==> src/design/chdec_pkg.sv <==
// Package for the chunked body decoder: shared types, status codes and the hex digit decode.
// It has no dependencies; the parser and the top level import it.
`default_nettype none

package chdec_pkg;

  localparam int unsigned SizeBits  = 64;
  localparam int unsigned LimitBits = 64;

  localparam logic [7:0] ChCr = 8'h0d;
  localparam logic [7:0] ChLf = 8'h0a;

  typedef enum logic [1:0] {
    StBusy  = 2'd0,
    StDone  = 2'd1,
    StFrame = 2'd2,
    StLarge = 2'd3
  } status_e;

  typedef struct packed {
    logic [7:0] data_byte;
    logic       data_valid;
    status_e    status;
  } result_t;

  typedef struct packed {
    logic       ok;
    logic [3:0] value;
  } hex_t;

  function automatic hex_t hex_decode(input logic [7:0] c);
    hex_t h;
    h.ok    = 1'b1;
    h.value = 4'd0;
    if (c >= 8'h30 && c <= 8'h39) begin
      h.value = 4'(c - 8'h30);
    end else if (c >= 8'h61 && c <= 8'h66) begin
      h.value = 4'(c - 8'h57);
    end else if (c >= 8'h41 && c <= 8'h46) begin
      h.value = 4'(c - 8'h37);
    end else begin
      h.ok = 1'b0;
    end
    return h;
  endfunction

endpackage

`default_nettype wire

==> src/design/chdec_parser.sv <==
// Chunked framing state machine, chunk size counter, body byte budget and limit register.
// Depends on chdec_pkg; the result for the current byte is combinational.
`default_nettype none

module chdec_parser (
  input  wire logic                               clk_i,
  input  wire logic                               rst_ni,
  input  wire logic                               cfg_we_i,
  input  wire logic [chdec_pkg::LimitBits-1:0]    cfg_wdata_i,
  input  wire logic                               step_i,
  input  wire logic [7:0]                         byte_i,
  input  wire logic                               start_i,
  output chdec_pkg::result_t                      res_o
);
  import chdec_pkg::*;

  typedef enum logic [3:0] {
    PhSize    = 4'd0,
    PhExt     = 4'd1,
    PhExtLf   = 4'd2,
    PhData    = 4'd3,
    PhEndCr   = 4'd4,
    PhEndLf   = 4'd5,
    PhTrStart = 4'd6,
    PhTrSkip  = 4'd7,
    PhTrLf    = 4'd8,
    PhTrEndLf = 4'd9,
    PhStop    = 4'd10
  } phase_e;

  phase_e                phase_q, phase_d, ph;
  logic                  seen_q, seen_d, seen;
  logic [SizeBits-1:0]   chunk_q, chunk_d, chunk;
  logic [LimitBits-1:0]  used_q, used_d, used;
  logic [LimitBits-1:0]  limit_q;
  status_e               status_q, status_d, st;
  logic                  valid;
  hex_t                  h;

  always_comb begin
    ph    = start_i ? PhSize : phase_q;
    seen  = start_i ? 1'b0 : seen_q;
    chunk = start_i ? '0 : chunk_q;
    used  = start_i ? '0 : used_q;
    st    = start_i ? StBusy : status_q;
    h     = hex_decode(byte_i);

    phase_d  = ph;
    seen_d   = seen;
    chunk_d  = chunk;
    used_d   = used;
    status_d = st;
    valid    = 1'b0;

    unique case (ph)
      PhSize: begin
        if (h.ok) begin
          if (chunk[SizeBits-1 -: 4] != 4'd0) begin
            phase_d  = PhStop;
            status_d = StFrame;
          end else begin
            chunk_d = {chunk[SizeBits-5:0], h.value};
            seen_d  = 1'b1;
          end
        end else if (!seen) begin
          phase_d  = PhStop;
          status_d = StFrame;
        end else begin
          phase_d = (byte_i == ChCr) ? PhExtLf : PhExt;
        end
      end
      PhExt: begin
        if (byte_i == ChCr) begin
          phase_d = PhExtLf;
        end
      end
      PhExtLf: begin
        if (byte_i != ChLf) begin
          phase_d  = PhStop;
          status_d = StFrame;
        end else begin
          phase_d = (chunk == '0) ? PhTrStart : PhData;
        end
      end
      PhData: begin
        if (used == limit_q) begin
          phase_d  = PhStop;
          status_d = StLarge;
        end else begin
          used_d  = used + LimitBits'(1);
          chunk_d = chunk - SizeBits'(1);
          valid   = 1'b1;
          if (chunk == SizeBits'(1)) begin
            phase_d = PhEndCr;
          end
        end
      end
      PhEndCr: begin
        if (byte_i != ChCr) begin
          phase_d  = PhStop;
          status_d = StFrame;
        end else begin
          phase_d = PhEndLf;
        end
      end
      PhEndLf: begin
        if (byte_i != ChLf) begin
          phase_d  = PhStop;
          status_d = StFrame;
        end else begin
          phase_d = PhSize;
          seen_d  = 1'b0;
          chunk_d = '0;
        end
      end
      PhTrStart: begin
        phase_d = (byte_i == ChCr) ? PhTrEndLf : PhTrSkip;
      end
      PhTrSkip: begin
        if (byte_i == ChCr) begin
          phase_d = PhTrLf;
        end
      end
      PhTrLf: begin
        if (byte_i != ChLf) begin
          phase_d  = PhStop;
          status_d = StFrame;
        end else begin
          phase_d = PhTrStart;
        end
      end
      PhTrEndLf: begin
        phase_d  = PhStop;
        status_d = (byte_i != ChLf) ? StFrame : StDone;
      end
      PhStop: begin
      end
      default: begin
        phase_d  = PhStop;
        status_d = StFrame;
      end
    endcase

    res_o.data_byte  = valid ? byte_i : 8'd0;
    res_o.data_valid = valid;
    res_o.status     = status_d;
  end

  always_ff @(posedge clk_i or negedge rst_ni) begin
    if (!rst_ni) begin
      phase_q  <= PhSize;
      seen_q   <= 1'b0;
      chunk_q  <= '0;
      used_q   <= '0;
      limit_q  <= '1;
      status_q <= StBusy;
    end else begin
      if (step_i) begin
        phase_q  <= phase_d;
        seen_q   <= seen_d;
        chunk_q  <= chunk_d;
        used_q   <= used_d;
        status_q <= status_d;
      end else if (cfg_we_i) begin
        // A smaller limit clamps the count of bytes already passed.
        used_q <= (cfg_wdata_i > used_q) ? used_q : cfg_wdata_i;
      end
      if (cfg_we_i) begin
        limit_q <= cfg_wdata_i;
      end
    end
  end

endmodule

`default_nettype wire

==> src/design/http_chunked_body_decoder.sv <==
// A result passes through the input register, then the result register, before it is offered.
// Throughput: one byte per cycle while the result side takes results; the parser state updates as each
// byte moves to the result register. While a finished result waits to be taken, the input register
// can still take one byte; then the input side stalls.
// Reset (rst_ni low, asynchronous) empties both registers, sets the limit to all ones and
// puts the parser at the start of a body.
// Top level of the chunked body decoder; depends on chdec_pkg and chdec_parser.
`default_nettype none

module http_chunked_body_decoder (
  input  wire logic                            clk_i,
  input  wire logic                            rst_ni,
  input  wire logic                            cfg_we_i,
  input  wire logic [chdec_pkg::LimitBits-1:0] cfg_wdata_i,
  input  wire logic                            s_axis_tvalid_i,
  output      logic                            s_axis_tready_o,
  input  wire logic [7:0]                      s_axis_tdata_i,  // [7:0] in_byte
  input  wire logic                            s_axis_tuser_i,  // [0] body_start
  output      logic                            m_axis_tvalid_o,
  input  wire logic                            m_axis_tready_i,
  output      logic [7:0]                      m_axis_tdata_o,  // [7:0] data_byte
  output      logic [2:0]                      m_axis_tuser_o   // [0] data_valid, [2:1] status
);
  import chdec_pkg::*;

  logic       in_valid_q;
  logic [7:0] in_byte_q;
  logic       in_start_q;
  logic       out_valid_q;
  result_t    out_q;
  result_t    res;
  logic       advance;

  assign advance         = in_valid_q && (!out_valid_q || m_axis_tready_i);
  assign s_axis_tready_o = !in_valid_q || advance;

  chdec_parser u_parser (
    .clk_i       (clk_i),
    .rst_ni      (rst_ni),
    .cfg_we_i    (cfg_we_i),
    .cfg_wdata_i (cfg_wdata_i),
    .step_i      (advance),
    .byte_i      (in_byte_q),
    .start_i     (in_start_q),
    .res_o       (res)
  );

  always_ff @(posedge clk_i or negedge rst_ni) begin
    if (!rst_ni) begin
      in_valid_q  <= 1'b0;
      out_valid_q <= 1'b0;
    end else begin
      if (s_axis_tready_o) begin
        in_valid_q <= s_axis_tvalid_i;
      end
      if (advance) begin
        out_valid_q <= 1'b1;
      end else if (m_axis_tready_i) begin
        out_valid_q <= 1'b0;
      end
    end
  end

  always_ff @(posedge clk_i) begin
    if (s_axis_tready_o && s_axis_tvalid_i) begin
      in_byte_q  <= s_axis_tdata_i;
      in_start_q <= s_axis_tuser_i;
    end
    if (advance) begin
      out_q <= res;
    end
  end

  assign m_axis_tvalid_o = out_valid_q;
  assign m_axis_tdata_o  = out_q.data_byte;
  assign m_axis_tuser_o  = {out_q.status, out_q.data_valid};

endmodule

`default_nettype wire

==> config.mk <==
export PLATFORM = sky130hd
export DESIGN_NAME = http_chunked_body_decoder
export DESIGN_NICKNAME = d
export VERILOG_FILES = /design/src/design/chdec_pkg.sv /design/src/design/chdec_parser.sv /design/src/design/http_chunked_body_decoder.sv
export SDC_FILE = /design/constraint.sdc
export NUM_CORES = 1
export LEC_CHECK = 0
export ABC_AREA = 1
export BUFFER_PORTS_ARGS = -buffer_cell sky130_fd_sc_hd__buf_4
export CAP_MARGIN = 20
export CORE_ASPECT_RATIO = 1.2
export CORE_MARGIN = 2
export CORE_UTILIZATION = 60
export CTS_CLUSTER_DIAMETER = 150
export DETAILED_ROUTE_END_ITERATION = 16
export PLACE_DENSITY = 0.78
export SLEW_MARGIN = 20
export SYNTH_ARGS = -nofsm -noshare
export SYNTH_HDL_FRONTEND = slang
export SYNTH_HIERARCHICAL = 1
export SYNTH_SLANG_ARGS = --single-unit
==> constraint.sdc <==
create_clock -name clk_i -period 6.1 [get_ports clk_i]
set_clock_uncertainty 0.2 [all_clocks]
set_input_delay 0.61 -clock clk_i [delete_from_list [all_inputs] [get_ports clk_i]]
set_output_delay 0.61 -clock clk_i [all_outputs]
set_load 0.02 [all_outputs]
==> results of run 1 <==
sequential cells by signal, indices dropped and copies added (netlist names):
signal / cells
u_parser/limit_q: 64
m_axis_tvalid_o: 1
in_byte_q: 8
u_parser/seen_q: 1
u_parser/chunk_q: 64
in_valid_q: 1
u_parser/used_q: 64
m_axis_tdata_o: 8
in_start_q: 1
u_parser/phase_q: 4
u_parser/status_q: 2
m_axis_tuser_o: 3
cell type report:
class,count,area (um^2),share of cell area
multi-input combinational,2752,12660,0.5732
clock buffer,35,724.4,0.03279
timing repair buffer,108,863.3,0.03907
inverter,376,1419,0.06422
clock inverter,13,142.6,0.006456
sequential,221,5710,0.2585
tap,456,570.5,0.02582
what timing repair did:
item	in CTS	in global routing
setup buffers	0	0
hold endpoints to repair	37	1
hold buffers	1	1
power by group through the flow:
stage | sequential, mW | combinational [mW] | clock (mW)
after floorplan | 2.25 | 2.81 | 0
after global placement | 2.34 | 3.70 | 0
after detailed placement | 2.35 | 3.81 | 0
after CTS | 2.34 | 3.85 | 1.63
after global routing | 2.40 | 4.42 | 1.69
final | 2.36 | 3.95 | 1.62
worst max path at each step:
stage / startpoint / endpoint / slack, ns / cells after the start
after global routing: in_start_q / u_parser/chunk_q[54] / 1.61 / 17
after global placement: in_start_q / u_parser/chunk_q[21] / 2.11 / 13
after floorplan: m_axis_tready_i / u_parser/used_q[25] / 3.29 / 7
after CTS: in_start_q / u_parser/chunk_q[57] / 1.97 / 17
after detailed placement: in_start_q / u_parser/used_q[17] / 2.00 / 17
final: in_start_q / u_parser/used_q[11] / 1.84 / 16
per-stage QoR:
step | instances | util | power, mW | instance area [um^2]
detailed placement | 3911 | 0.6274 | 6.165 | 21200
CTS | 3960 | 0.6534 | 7.819 | 22080
global route | 3961 | 0.6538 | 8.507 | 22090
floorplan | 3485 | - | 5.056 | 20460
finish | 3961 | 0.6538 | 7.932 | 22090
global placement | 3911 | 0.6274 | 6.035 | 21200
layer usage:
| layer | vias to the layer above | GRT usage | routed length [um] |
|---|---|---|---|
| met1 | 10890 | 0.4904 | 27400 |
| met5 | - | 0 | 0 |
| li1 | 11100 | - | - |
| met4 | 0 | 0.3254 | 6299 |
| met2 | 1500 | 0.7118 | 35680 |
| met3 | 372 | 0.05758 | 6740 |
synthesized netlist by cell type, types with 2 or more instances:
library cell,count,area (um^2)
nor2_1,493,1851
edfxtp_1,20,600.6
buf_6,7,78.83
nor3_2,3,30.03
dfstp_2,64,1682
nand2_1,1224,4594
nand3_1,313,1567
nand2_2,20,125.1
nor4_1,6,37.54
o21ai_1,42,210.2
inv_1,352,1321
clkinv_1,2,7.510
nor2_2,25,156.4
or2_2,3,18.77
buf_4,11,82.58
and2_1,5,31.28
nor3_1,33,165.2
nand4_1,39,244.0
nand3b_1,6,45.04
xor2_1,43,376.6
o22ai_1,3,18.77
a21oi_1,164,820.8
buf_1,4,15.01
nor2_4,3,33.78
nand3_2,4,40.04
a31oi_1,5,31.28
o211ai_1,25,187.7
dfrtp_1,137,3428
ha_1,71,888.4
buf_8,4,60.06
inv_2,21,78.83
o21ai_0,208,1041
clkbuf_1,86,322.8
nand2_4,3,33.78
o21a_1,2,15.01
buf_2,22,110.1
worst max-delay path, delay by kind of cell, from the launching register on:
family,cells,cell delay (ns)
simple gates,13,2.18
buf+inv,3,1.30
flops,1,0.46
kinds of logic (layout without fill, tap and decap cells):
family / after synthesis / after routing / synth area share
XOR/XNOR: 43 / 43 / 0.01841
AO/OA/AOI/OAI: 457 / 457 / 0.1168
flip-flops: 221 / 221 / 0.2792
AND/OR/NAND/NOR: 2181 / 2181 / 0.4389
buffers and inverters: 512 / 532 / 0.1032
adder cells (fa/ha/maj): 71 / 71 / 0.04343
==> metrics, run 1 <==
outcome finished, final reports clean; core area 33790 um^2; Psw 3.865 mW; Setup Crit Path Kind reg -> reg; Die Area 35590 um^2; Syn Inst Count 3485; Hold Violations, Final 0; f_max 0.2348 GHz; crit path max fanout 43; number of distinct library cells after synthesis 48; clk slew on worst S/H paths roughly 0.06 ns; max-slew violations 0; Crit path required time 6.41 ns; Net Sw Frac 0.4872; H-tree levels 1; power share of the combinational group 0.498; share of layout cells above drive strength 1 0.08559; Starting Density 0.6053; CP dominant cell by count nand2_1; die width approximately 170 um; most frequent cells in the layout nand2_1 (1223), nor2_1 (493), inv_1 (352); worst hold margin 0.01393 ns; drt drc 0; CP Capture Type register; initial DRC count 2422; HPWL after detailed placement 53590 um; Sum Neg Setup Slack 0 ns; P_leak around 11 nW; Max Cap Violations 0; first-pass GRT wire length 120200 um; Final WS setup 1.841 ns; RSZ-0062 raised after global routing no; hold path startpoint s_axis_tdata_i[0]; Worst Setup Start Kind register; Final Cycle Share 0.6982; Die Ht roughly 210 um; flops & latches, synth between 200 and 250; largest net degree at the start of global routing 161; sink of the worst hold path in_byte_q[0]; WL per Instance 19.22 um; sequential-to-total area share from yosys stat 0.2792; CP arrival 4.57 ns; DP Worst Slack 2.005 ns; GPL Wtd Cong 1.084; commonest non-fill, non-tap cell in the layout nand2_1; flop2flop setup slack roughly 1.8 ns; synthesized area roughly 20000 um^2; CTS buffer count 26; vias per inst about 6.0; Mean Syn Cell Area 5.870 um^2; total length of routed wires between 70000 and 80000 um; grt total ovfl 0; delay of the slowest critical-path stage about 0.48 ns; clock group share of total power 0.204; Core Rows 74; internal power 4.068 mW; initial antenna violation count 0; GRT Total Usage 0.4223; Area Growth Syn to Fin 8.013%; Ports 91; Pwr Density 359.0 nW/um^2; vias in the first global route 22934; Vias 23862; worst r2r path cells 16; CTS Root Cell clkbuf_16; Top FF cell, synth dfrtp_1; Max VDD drop ~270 uV; hold path cells 1; Critical R2R Launch in_start_q; endpoints failing setup 0; Hold Path Class in -> reg; Longest Clk Path Bufs 3; slowest stage cell, crit path inv_4; CTS Sinks 221; EDFF count, synth 20; CP Cell Sequence inv_4 -> buf_4 -> nand2_1 -> nand2_1 -> nand2_1 -> nor2_1 -> nand2_1 -> nor2_1 -> nand2_1 -> nor2_1 -> nand2_4 -> nand2_1 -> inv_2 -> nand3_1 -> nand3_1 -> nand3_1; Mapped Nets 3634; yosys warns 6; CTS tree done; async set-reset flop share out of synthesis 0.9095; Filler Cell Count 3217; DR pass1 iterations 7; Reg power frac 0.298; slew margin rel. 0.2789; port bufs 90; post-route ant nets 0; post-cts sizing count 0; Final min period 4.259 ns; ANT cells 0; clk_lat worst skew 0.58 ns; FF-to-FF End u_parser/used_q[11]; Slew @ Worst Pin between 1 and 1.5 ns; final net count about 3600
Note: power is estimated with default switching activity, not from simulation.
==> inputs of run 2 (changes only) <==
CORE_UTILIZATION = 58   (was 60)
PLACE_DENSITY = 0.79   (was 0.78)
clock period = 3.8 ns   (was 6.1 ns; I/O delays follow)
==> run 2 against run 1 <==
Clock-buffer cell count fell by 3. Via count grew 2.6%. Wire length rose by 5.3%. Combinational power increased by 67%. Sequential cell count stayed put. Total power is 67% higher. Clock power is 75% higher. Register-to-register slack worse by 1.8 ns. Global-route usage rose by 0.99 points. Setup slack got worse by 1.8 ns. Die area is 3.4% higher. Sequential share of layout area shrank 1.3 points.
==> metrics, run 2 (synthesized netlist as in run 1, its figures left out) <==
outcome finished, final reports clean; Crit path required time 4.11 ns (-2.30 ns); Final min period 3.755 ns (-0.5042 ns); post-route ant nets 0 (unchanged); Hold Path Class in -> reg; delay of the slowest critical-path stage 0.49 ns (about the same); Slew @ Worst Pin 0.9934 ns (-0.08826 ns); P_leak 11.33 nW (+5.5%); first-pass GRT wire length 126600 um (+5.4%); largest net degree at the start of global routing 111 (-31%); DR pass1 iterations 7 (unchanged); worst hold margin 0.06012 ns (+0.04619 ns); die width 175.4 um (+1.7%); CTS buffer count 27 (+3.8%); CTS Sinks 221 (unchanged); port bufs 90 (unchanged); Sum Neg Setup Slack 0 ns (unchanged); DR WL met3 7293 um (+8.2%); H-tree levels 1 (unchanged); slew margin rel. 0.3377 (+0.05884); drt drc 0 (unchanged); Met2 Wirelength 37010 um (+3.7%); CTS Root Cell clkbuf_16; clk slew on worst S/H paths 0.06 ns (about the same); Worst Setup Start Kind register; clk_lat worst skew 0.59 ns (about the same); Setup Crit Path Kind reg -> reg; Max VDD drop 460.2 uV (+72%); GRT Total Usage 0.4322 (+0.009897); vias in the first global route 24167 (+5.4%); cell family with most CP delay simple AND/OR/NAND/NOR gates; GPL Wtd Cong 1.065 (-1.7%); Max Cap Violations 0 (unchanged); Longest Clk Path Bufs 3 (unchanged); endpoints failing setup 0 (unchanged); Core Rows 75 (+1.4%); Pwr Density 567.5 nW/um^2 (+58%); Final WS setup 0.04513 ns (-1.796 ns); placed cells 3955 (+1.1%); f_max 0.2663 GHz (+13%); flop2flop setup slack 0.05 ns (-1.80 ns); core area 34910 um^2 (+3.3%); grt total ovfl 0 (unchanged); Starting Density 0.5860 (-0.01931); fin cells 4083 (+3.1%); commonest non-fill, non-tap cell in the layout nand2_1; Ports 91 (unchanged); DRT met1 WL 28260 um (+3.1%); CTS tree done; Die Area 36790 um^2 (+3.4%); CP Capture Type register; Vias 24480 (+2.6%); Setup Fix Bufs, Post-CTS 0 (unchanged); crit path max fanout 104 (+140%); RSZ-0062 raised after global routing no; CP Cell Sequence inv_6 -> buf_12 -> buf_4 -> nand2_1 -> nand2_1 -> nand2_1 -> nor2_1 -> nand2_1 -> nor2_1 -> nand2_1 -> nor2_1 -> nand2_4 -> buf_12 -> nand2_1 -> nor2_1 -> nand2_1 -> nand3_1 -> a21oi_1; initial DRC count 2777 (+15%); Top Registers u_parser/chunk_q: 64 flops, u_parser/limit_q: 64 flops, u_parser/used_q: 64 flops; CP dominant cell by count nand2_1; Hold Violations, Final 0 (unchanged); max-slew violations 0 (unchanged); Area Growth Syn to Fin 13.81%; DP Worst Slack 0.2627 ns (-1.742 ns); vias per inst 5.996 (-0.48%); most frequent cells in the layout nand2_1 (1223), nor2_1 (492), inv_1 (352); Die Ht 209.7 um (+1.7%); CP arrival 4.07 ns (-0.50 ns); WL per Instance 19.63 um (+2.1%); Filler Cell Count 3207 (-0.31%); total length of routed wires 80140 um (+5.3%); final net count 3748 (+3.1%); slowest stage cell, crit path edfxtp_1; share of layout cells above drive strength 1 0.09420 (+0.008607); Top Layer Used met4; worst path bufs/invs 4 (+1); Final Cycle Share 0.9881 (+0.2899); initial antenna violation count 0 (unchanged); HPWL after detailed placement 56490 um (+5.4%)
run 2: changes by cell type in the layout (fill, tap and decap cells not counted), sizes merged:
cell,before,now
clkinv,5,13
clkbuf,36,33
buf,105,143
inv,376,377
dlygate4sd3,2,77
diode,0,1
bufinv,2,4
clkinvlp,6,0
run 2: power breakdown:
part / total, mW / internal [mW] / switching [mW]
Clock: 2.83 / 1.65 / 1.17
Combinational: 6.61 / 2.04 / 4.58
Sequential: 3.77 / 3.14 / 0.635
Total: 13.2 / 6.83 / 6.38
run 2: layout make-up:
| class | instances | area (um^2) | area share |
|---|---|---|---|
| Multi-Input combinational cell | 2752 | 12670 | 0.5441 |
| Sequential cell | 221 | 5710 | 0.2453 |
| Timing Repair Buffer | 221 | 1962 | 0.08427 |
| Inverter | 376 | 1419 | 0.06094 |
| Clock buffer | 32 | 734.5 | 0.03155 |
| Tap cell | 462 | 578.1 | 0.02483 |
| Clock inverter | 18 | 207.7 | 0.008921 |
| Antenna cell | 1 | 2.502 | 0.0001075 |
run 2: per-layer routing:
layer | global-route usage | up-vias
met5 | 0 | -
met4 | 0.3557 | 0
met3 | 0.06431 | 461
met2 | 0.7150 | 1551
met1 | 0.4943 | 11133
li1 | - | 11335
run 2: per-stage QoR:
stage	utilization	area [um^2]	power, mW
4_1_cts	0.6666	23270	12.97
5_1_grt	0.6668	23280	14.11
3_5_place_dp	0.6175	21560	10.04
3_3_place_gp	0.6175	21560	9.835
2_1_floorplan	-	20460	8.117
6_report	0.6669	23280	13.21
run 2: worst min-delay path: stages:
cell	delay [ns]
buf_4	0.26
nand2_1	0.12
o21ai_0	0.07
run 2: path summary, 6_finish.rpt:
path | from | end | cells past startpoint
worst max-delay path | in_start_q | u_parser/chunk_q[57] | 18
worst min-delay path | cfg_we_i | u_parser/limit_q[31] | 3
worst max register to register | in_start_q | u_parser/chunk_q[57] | 18
worst min register to register | u_parser/chunk_q[26] | u_parser/chunk_q[26] | 2
max in group asynchronous | rst_ni | u_parser/limit_q[55] | 3
min in group asynchronous | rst_ni | in_valid_q | 2
run 2: what timing repair did:
| item | 4_1_cts | 5_1_grt |
|---|---|---|
| hold endpoints to repair | 202 | 0 |
| setup endpoints to repair | 0 | 4 |
| hold buffers | 77 | 0 |
| gates resized for setup | 0 | 3 |
